$ cat config.mk
export PLATFORM = sky130hd
export DESIGN_NAME = quantized_quaternion_unpack_top
export DESIGN_NICKNAME = d
export VERILOG_FILES = /design/src/rtl/qqu_pkg.sv /design/src/rtl/qqu_sqrt.sv /design/src/rtl/quantized_quaternion_unpack_top.sv
export SDC_FILE = /design/constraint.sdc
export NUM_CORES = 2
export LEC_CHECK = 0
export BUFFER_PORTS_ARGS = -buffer_cell sky130_fd_sc_hd__buf_4
export CORE_ASPECT_RATIO = 0.8
export CORE_UTILIZATION = 45
export DETAILED_ROUTE_END_ITERATION = 16
export GPL_TIMING_DRIVEN = 0
export PLACE_DENSITY = 0.59
export SYNTH_ARGS = -nofsm -noshare
export SYNTH_HDL_FRONTEND = slang
export SYNTH_SLANG_ARGS = --single-unit
export TNS_END_PERCENT = 50
$ cat constraint.sdc
create_clock -name clk -period 164.9 [get_ports clk]
set_input_delay 16.49 -clock clk [delete_from_list [all_inputs] [get_ports clk]]
set_output_delay 16.49 -clock clk [all_outputs]
set_load 0.05 [all_outputs]
$ cat src/rtl/qqu_pkg.sv
// Shared types and constants for the quaternion w-reconstruction pipeline.
`timescale 1ns / 1ps

package qqu_pkg;

	localparam int UNITY_DEFAULT = 32750;   // fixed-point value of 1.0
	localparam int COMP_W        = 16;      // component width
	localparam int SQRT_STEPS    = 16;      // one root bit per stage
	localparam int RAD_W         = 31;      // radicand / partial root width
	localparam int SUM_W         = 32;      // sum of three squares

	// Fields that ride alongside the square root pipeline.
	typedef struct packed {
		logic signed [COMP_W-1:0] x;
		logic signed [COMP_W-1:0] y;
		logic signed [COMP_W-1:0] z;
		logic                     w_pos;
		logic                     last;
		logic                     clamped;
	} side_t;

endpackage

$ cat src/rtl/qqu_sqrt.sv
// Pipelined digit-by-digit floor square root, one result bit per stage.
`timescale 1ns / 1ps

module qqu_sqrt (
	input  logic                        clk,
	input  logic                        arst_n,
	input  logic                        en,
	input  logic                        in_vld,
	input  logic [qqu_pkg::RAD_W-1:0]   in_rad,
	input  qqu_pkg::side_t              in_side,
	output logic                        out_vld,
	output logic [qqu_pkg::COMP_W-1:0]  out_root,
	output qqu_pkg::side_t              out_side
);
	import qqu_pkg::*;

	// Index 0 is the input; index k holds the result of step k.
	logic [RAD_W-1:0] op_s   [0:SQRT_STEPS];
	logic [RAD_W-1:0] root_s [0:SQRT_STEPS];
	logic             vld_s  [0:SQRT_STEPS];
	side_t            side_s [0:SQRT_STEPS];

	assign op_s[0]   = in_rad;
	assign root_s[0] = '0;
	assign vld_s[0]  = in_vld;
	assign side_s[0] = in_side;

	for (genvar i = 0; i < SQRT_STEPS; i++) begin : g_step
		localparam logic [RAD_W-1:0] BIT = RAD_W'(1) << (2 * (SQRT_STEPS - 1 - i));

		logic [RAD_W-1:0] trial;
		logic             take;
		logic [RAD_W-1:0] op_n;
		logic [RAD_W-1:0] root_n;

		always_comb begin
			trial  = root_s[i] + BIT;
			take   = (op_s[i] >= trial);
			op_n   = take ? (op_s[i] - trial) : op_s[i];
			root_n = take ? ((root_s[i] >> 1) + BIT) : (root_s[i] >> 1);
		end

		always_ff @(posedge clk or negedge arst_n) begin
			if (!arst_n) begin
				vld_s[i+1] <= 1'b0;
			end else if (en) begin
				vld_s[i+1] <= vld_s[i];
			end
		end

		always_ff @(posedge clk) begin
			if (en) begin
				op_s[i+1]   <= op_n;
				root_s[i+1] <= root_n;
				side_s[i+1] <= side_s[i];
			end
		end
	end

	assign out_vld  = vld_s[SQRT_STEPS];
	assign out_root = root_s[SQRT_STEPS][COMP_W-1:0];
	assign out_side = side_s[SQRT_STEPS];

endmodule

$ cat src/rtl/quantized_quaternion_unpack_top.sv
// Rebuilds w of a compressed unit quaternion, one request per cycle unless stalled.
`timescale 1ns / 1ps

// Usage
//   Input channel: in_valid / in_stall with qx, qy, qz (signed, UNITY_VALUE = 1.0),
//   w_positive and is_last. A request is taken at a clock edge with in_valid high
//   and in_stall low.
//   Output channel: out_valid / out_stall with x_out, y_out, z_out (copies),
//   w_out = +/- floor(sqrt(UNITY^2 - x^2 - y^2 - z^2)), w_clamped, last_out.
//   When the sum of squares exceeds UNITY^2, w_out is 0 and w_clamped is 1.
// Pipeline: 1 square stage, 1 sum stage, 16 root stages at one bit each and
//   1 output register between acceptance and out_valid.
// Throughput: one request per cycle unless a stall holds the pipeline; every stage
//   is fully pipelined and requests are independent.
// Stall: the whole pipeline shares one advance enable. When the output holds a
//   result and out_stall is high, every stage freezes and in_stall goes high;
//   nothing is dropped or repeated. An empty output register never blocks input.
// Reset: arst_n clears all valid bits asynchronously; payload registers are not
//   reset. No clearing pass is needed.

module quantized_quaternion_unpack_top #(
	parameter int UNITY_VALUE = qqu_pkg::UNITY_DEFAULT
) (
	input  logic                               clk,
	input  logic                               arst_n,
	input  logic                               in_valid,
	output logic                               in_stall,
	input  logic signed [qqu_pkg::COMP_W-1:0]  qx,
	input  logic signed [qqu_pkg::COMP_W-1:0]  qy,
	input  logic signed [qqu_pkg::COMP_W-1:0]  qz,
	input  logic                               w_positive,
	input  logic                               is_last,
	output logic                               out_valid,
	input  logic                               out_stall,
	output logic signed [qqu_pkg::COMP_W-1:0]  x_out,
	output logic signed [qqu_pkg::COMP_W-1:0]  y_out,
	output logic signed [qqu_pkg::COMP_W-1:0]  z_out,
	output logic signed [qqu_pkg::COMP_W-1:0]  w_out,
	output logic                               w_clamped,
	output logic                               last_out
);
	import qqu_pkg::*;

	localparam logic [SUM_W-1:0] UNITY2 = SUM_W'(UNITY_VALUE) * SUM_W'(UNITY_VALUE);

	// Global advance: move whenever the output slot is free or being drained.
	logic en;
	logic vld_out_q;
	assign en       = !vld_out_q || !out_stall;
	assign in_stall = !en;

	// ---------------- stage 1: squares ----------------
	logic signed [2*COMP_W-1:0] px, py, pz;
	assign px = (2*COMP_W)'(qx) * (2*COMP_W)'(qx);
	assign py = (2*COMP_W)'(qy) * (2*COMP_W)'(qy);
	assign pz = (2*COMP_W)'(qz) * (2*COMP_W)'(qz);

	logic             vld_s1;
	logic [RAD_W-1:0] sqx_s1, sqy_s1, sqz_s1;   // each square is at most 2^30
	side_t            side_s1;

	always_ff @(posedge clk or negedge arst_n) begin
		if (!arst_n) begin
			vld_s1 <= 1'b0;
		end else if (en) begin
			vld_s1 <= in_valid;
		end
	end

	always_ff @(posedge clk) begin
		if (en) begin
			sqx_s1          <= px[RAD_W-1:0];
			sqy_s1          <= py[RAD_W-1:0];
			sqz_s1          <= pz[RAD_W-1:0];
			side_s1.x       <= qx;
			side_s1.y       <= qy;
			side_s1.z       <= qz;
			side_s1.w_pos   <= w_positive;
			side_s1.last    <= is_last;
			side_s1.clamped <= 1'b0;
		end
	end

	// ---------------- stage 2: sum, range check, radicand ----------------
	logic [SUM_W-1:0] sum;
	logic             over;
	logic [SUM_W-1:0] diff;
	assign sum  = SUM_W'(sqx_s1) + SUM_W'(sqy_s1) + SUM_W'(sqz_s1);
	assign over = (sum > UNITY2);
	assign diff = UNITY2 - sum;

	// side fields with the range flag folded in
	side_t side_n2;
	always_comb begin
		side_n2         = side_s1;
		side_n2.clamped = over;
	end

	logic             vld_s2;
	logic [RAD_W-1:0] rad_s2;
	side_t            side_s2;

	always_ff @(posedge clk or negedge arst_n) begin
		if (!arst_n) begin
			vld_s2 <= 1'b0;
		end else if (en) begin
			vld_s2 <= vld_s1;
		end
	end

	always_ff @(posedge clk) begin
		if (en) begin
			rad_s2  <= over ? '0 : diff[RAD_W-1:0];
			side_s2 <= side_n2;
		end
	end

	// ---------------- stages 3..18: square root ----------------
	logic              root_vld;
	logic [COMP_W-1:0] root;
	side_t             root_side;

	qqu_sqrt u_sqrt (
		.clk      (clk),
		.arst_n   (arst_n),
		.en       (en),
		.in_vld   (vld_s2),
		.in_rad   (rad_s2),
		.in_side  (side_s2),
		.out_vld  (root_vld),
		.out_root (root),
		.out_side (root_side)
	);

	// ---------------- output register: apply sign ----------------
	logic signed [COMP_W-1:0] w_n;
	assign w_n = root_side.w_pos ? $signed(root) : -$signed(root);

	logic signed [COMP_W-1:0] x_q, y_q, z_q, w_q;
	logic                     clamp_q, last_q;

	always_ff @(posedge clk or negedge arst_n) begin
		if (!arst_n) begin
			vld_out_q <= 1'b0;
		end else if (en) begin
			vld_out_q <= root_vld;
		end
	end

	always_ff @(posedge clk) begin
		if (en) begin
			x_q     <= root_side.x;
			y_q     <= root_side.y;
			z_q     <= root_side.z;
			w_q     <= w_n;
			clamp_q <= root_side.clamped;
			last_q  <= root_side.last;
		end
	end

	assign out_valid = vld_out_q;
	assign x_out     = x_q;
	assign y_out     = y_q;
	assign z_out     = z_q;
	assign w_out     = w_q;
	assign w_clamped = clamp_q;
	assign last_out  = last_q;

endmodule

Word-level counts from Yosys, hierarchy flattened
Index checks and enable logic that the tools add are counted.
{"block": "totals", "ff_bits": 2072}
{"block": "op_classes", "addsub": 49, "multipliers": 3, "n_lt_le_gt_ge": 17, "mux": 32, "reduce_logical": 4}
{"operator": "2-to-1 mux 31 bit", "n": 16}
{"operator": ">= comparator 31 bit", "n": 15}
{"operator": "subtractor 31 bit", "n": 14}
{"operator": "2-to-1 mux 30 bit", "n": 14}
{"operator": "multiplier 16 x 16 -> 31 bit", "n": 3}
{"operator": "adder 31 x 31 -> 32 bit", "n": 1}
{"operator": "adder 32 x 31 -> 32 bit", "n": 1}
{"operator": "greater-than comparator 32 x 30 -> 1 bit (second input constant)", "n": 1}
{"operator": "2-to-1 mux 16 bit", "n": 2}
{"operator": "adder 30 x 11 -> 31 bit (second input constant)", "n": 1}
{"operator": "adder 30 x 13 -> 31 bit (second input constant)", "n": 1}
{"operator": "adder 30 x 15 -> 31 bit (second input constant)", "n": 1}
{"operator": "adder 30 x 17 -> 31 bit (second input constant)", "n": 1}
{"operator": "adder 30 x 19 -> 31 bit (second input constant)", "n": 1}
{"operator": "adder 30 x 21 -> 31 bit (second input constant)", "n": 1}
{"operator": "adder 30 x 23 -> 31 bit (second input constant)", "n": 1}
{"operator": "adder 30 x 25 -> 31 bit (second input constant)", "n": 1}
{"operator": "adder 30 x 27 -> 31 bit (second input constant)", "n": 1}
{"operator": "adder 30 x 29 -> 31 bit (second input constant)", "n": 1}
{"operator": "adder 30 x 3 -> 31 bit (second input constant)", "n": 1}
{"operator": "adder 30 x 5 -> 31 bit (second input constant)", "n": 1}
{"operator": "adder 30 x 7 -> 31 bit (second input constant)", "n": 1}
{"operator": "adder 30 x 9 -> 31 bit (second input constant)", "n": 1}
{"operator": "adder 31 x 1 -> 31 bit (second input constant)", "n": 1}
{"operator": "other kinds (21)", "n": 23}

Depth between registers and ports, before layout
{"block": "logic_depth", "word_depth": 3, "ltp_mapped": 26, "mapped_depth_nobuf": 25}

Cells and area by module
A second synthesis with hierarchy kept.
{"block": "unflattened", "cells_unflattened": 6690, "area_unflattened_um2": 91884.4}
{"module": "qqu_sqrt", "n_inst": 1, "cells_per_inst": 3093, "area_per_inst_um2": 53998.0, "seq_area_each_um2": 42951.2}
{"module": "quantized_quaternion_unpack_top", "n_inst": 1, "cells_per_inst": 3597, "area_per_inst_um2": 37886.3, "seq_area_each_um2": 8633.3}

Worst setup path before layout
No wires, ideal clock.
{"block": "synth_path", "path_kind": "input -> output", "from": "input port out_stall", "to": "output port in_stall", "t_arrival_ns": 76.950, "required_time_ns": 148.410, "slack_ns": 71.460, "path_stages": 3, "n_path_buf": 1, "path_cell_list": "nand2_1 -> clkbuf_1 -> inv_1"}
{"block": "synth_between", "elab_chain_cells": 3}
{"item": "from (decl)", "line_no": "quantized_quaternion_unpack_top.sv:34", "source": "input logic out_stall,"}
{"item": "zero test 1 bit", "line_no": "quantized_quaternion_unpack_top.sv:49", "source": "assign en = !vld_out_q || !out_stall;"}
{"item": "logical OR 1 bit", "line_no": "quantized_quaternion_unpack_top.sv:49"}
{"item": "zero test 1 bit", "line_no": "quantized_quaternion_unpack_top.sv:50", "source": "assign in_stall = !en;"}
{"item": "to (decl)", "line_no": "quantized_quaternion_unpack_top.sv:27", "source": "output logic in_stall,"}
Every way passes these cells.

Final worst setup path
Ends and elaborated chain as after synthesis.

==> impl_metrics.ini <==
[cts]
clock_latency_ns = 0.80
clk_pin_slew_worst_paths_ns = 0.06
cts_buffers = 169
cts-resized-gates = 0
cts_tree = done
cts-hold-fix-buffers = 0
clockBufferDepth = 3
h-tree-depth = 4
cts_root_buf = clkbuf_16
cts_sinks = 1721
cts_setup_buffers = 0

[sta]
period_share_pct = 20.5
period_minus_slack_ns = 33.82
finalSetupViolCount = 0
tightestPinTransition_ns = 1.24
rsz0062_at_grt = false
hold_violations = 0
clock.fmax_ghz = 0.0296
fin_tns_setup_ns = 0
slew_headroom_pct = 16.2
finalMaxSlewViolations = 0
clock_skew_ns = 0.0465

[run_status]
outcome = complete, but fails checks
violations = design-rule violations

[worst_setup_path]
endpoint = in_stall
critPathCaptureType = primary output
crit_path_start = out_stall
crit_fanout = 21
crit_family = buffers and inverters
r2r_cells = 15
reg2reg_slack_ns = 159.82
crit_top_cell = buf_4
cp_cell_sequence = buf_4, nand2_1, clkbuf_4, inv_1, buf_4
cp.required_ns = 148.41
critical_path_class = input pin to primary output
worstPathBufferInverterCount = 4
critical_path.slowest_cell = clkbuf_4
cp.depth = 5
worstReg2RegStart = sqx_s1[10]
crit_arrival_ns = 17.33
critPathLaunchType = input pin
max_stage_delay_ns = 0.36
r2r-end = rad_s2[16]

[synthesis]
synth_area_leaders = edfxtp_1 56%, fa_1 16%, ha_1 6.0%
synth.distinct_cells = 86
yosysWarnings = 0
synth_area_mm2 = 0.0910
avgSynthCellArea_um2 = 13.7
ys_ff_latch = 1721
synth_top_area_share_pct = 56.1
synth_edf_count = 1702
yosys.area.top_type = edfxtp_1
async_reset_ff_share_pct = 1.10
synthCells = 6648
synth_top_flop_cell = edfxtp_1
yosysSeqAreaShare_pct = 56.7

[floorplan]
die_width_um = 505
dieArea_mm2 = 0.204
core.rowCount = 147
ios = 122
die_h_um = 404
start_util_pct = 45.3
core_area_mm2 = 0.201

[drt]
via_per_inst = 5.00
avgRoutedWirePerCell_um = 17.1
postRouteAntennaNets = 0
drc = 32
wirelength_mm = 168
first_pass_iters = 11
vias = 48900
first_iter_violations = 3264

[placement]
port_buffers = 121
gp_congestion = 0.887
dp_hpwl_mm = 127

[final_layout]
seq_area_mm2 = 0.0516
nNetsFinal = 8180
area_delta_synth_final_pct = 11.5
drive_gt1_share_pct = 6.91
final.fill_count = 17300
multiInputGateArea_mm2 = 0.0345

[grt]
grt_max_degree = 75
grt_pass1_vias = 50200
grt_util_all_layers_pct = 16.9
antenna_found_initial = 6
overflow = 0
grt_pass1_wl_mm = 270

[job]
cap_violations = 0

[worst_hold_path]
hold_depth = 0
hp-class = register to register
-- logic make-up after synthesis --
| group | synth area share [%] |
|---|---|
| buffers and inverters | 5.47 |
| multiplexers | 0.613 |
| flip-flops | 56.7 |
| adder cells (fa/ha/maj) | 21.8 |
| other | 0.00825 |
| XOR/XNOR | 3.24 |
| AO/OA/AOI/OAI | 4.79 |
| AND/OR/NAND/NOR | 7.39 |
-- flip-flops by register name, indices dropped and copies added, names as in the netlist, 15 cells and up --
name	count
sqx_s1	30
side_n2	47
y_out	16
w_out	16
u_sqrt.op_s	465
u_sqrt.vld_s	15
sqz_s1	30
rad_s2	31
side_s2	51
u_sqrt.out_side	51
z_out	16
sqy_s1	30
x_out	16
u_sqrt.root_s	120
u_sqrt.side_s	765
u_sqrt.out_root	16
-- per-stage QoR --
stage | utilization, % | area (um^2) | hold WS, ns | cells | worst slack (ns)
after detailed placement | 47.8 | 96100 | 0.405 | 9482 | 131.05
after CTS | 50.6 | 102000 | 0.365 | 9785 | 131.05
final | 50.6 | 102000 | 0.372 | 9788 | 131.08
after global placement | 47.5 | 95300 | 0.400 | 9454 | 68.01
after floorplan | - | 91000 | 0.400 | 6651 | 71.46
after global routing | 50.6 | 102000 | 0.366 | 9785 | 130.98
-- metal layers --
layer	routed length (um)	global-route usage (%)	part of all wire [%]
met5	13	0	0.0078
met4	3810	4.49	2.3
met1	79700	24.5	48
met2	75500	26.2	45
met3	8660	3.02	5.2
-- how the worst min path moves through the flow --
stage | startpoint | end | slack (ns)
2_1_floorplan | u_sqrt.out_side[1] | last_out | 0.40
5_1_grt | u_sqrt.side_s[407] | u_sqrt.side_s[356] | 0.37
3_5_place_dp | side_n2[22] | side_s2[22] | 0.40
4_1_cts | u_sqrt.side_s[758] | u_sqrt.side_s[707] | 0.36
6_report | u_sqrt.side_s[758] | u_sqrt.side_s[707] | 0.37
3_3_place_gp | u_sqrt.side_s[457] | u_sqrt.side_s[406] | 0.40
-- cells in the final DEF (no fill, tap or decap), types with 128 or more instances in the layout --
| cell | Yosys | layout |
|---|---|---|
| nor2_1 | 336 | 336 |
| o21ai_0 | 174 | 174 |
| xnor2_1 | 225 | 225 |
| fa_1 | 721 | 721 |
| ha_1 | 434 | 434 |
| nand2_1 | 423 | 423 |
| inv_1 | 1208 | 1208 |
| clkbuf_1 | 104 | 128 |
| edfxtp_1 | 1702 | 1702 |
| a21oi_1 | 173 | 173 |
| clkbuf_16 | 0 | 169 |
-- cell usage after synthesis, types with 26 or more instances --
master and number:
a21o_1 73, a21oi_1 173, nor3_1 107, and3_1 34
mux2_2 46, nor2_1 336, nand2b_1 49, clkbuf_1 104
nor2b_1 37, nand3_1 66, or3_1 27, o21ai_0 174
fa_1 721, inv_1 1208, o31ai_1 26, nand4_1 27
and2_1 118, xor2_1 110, o21a_1 53, nor4_1 58
ha_1 434, xnor2_1 225, nand2_1 423, edfxtp_1 1702
-- area by class of cell --
cell class	count	share of cell area, %
Sequential cell	1721	50.8
Tap cell	2682	3.30
Clock inverter	109	1.12
Antenna cell	3	0.00739
Clock buffer	194	4.26
Buffer	113	0.439
Multi-Input combinational cell	3607	34.0
Inverter	1210	4.47
Timing Repair Buffer	149	1.65
-- worst reg2reg max path: stages (launching register included) --
cell      delay, ns
edfxtp_1       0.45
fa_1           0.50
ha_1           0.28
buf_2          0.20
nand4_1        0.16
a211oi_1       0.57
o21ai_1        0.33
and3_1         0.25
o311a_1        0.32
a311o_1        0.32
buf_2          0.18
and4_1         0.20
o221ai_1       0.31
a311o_1        0.42
buf_2          0.27
nor2_1         0.07
Power is not shown: default switching activity piles up to over one toggle a cycle in this logic, so the estimate is an artifact.
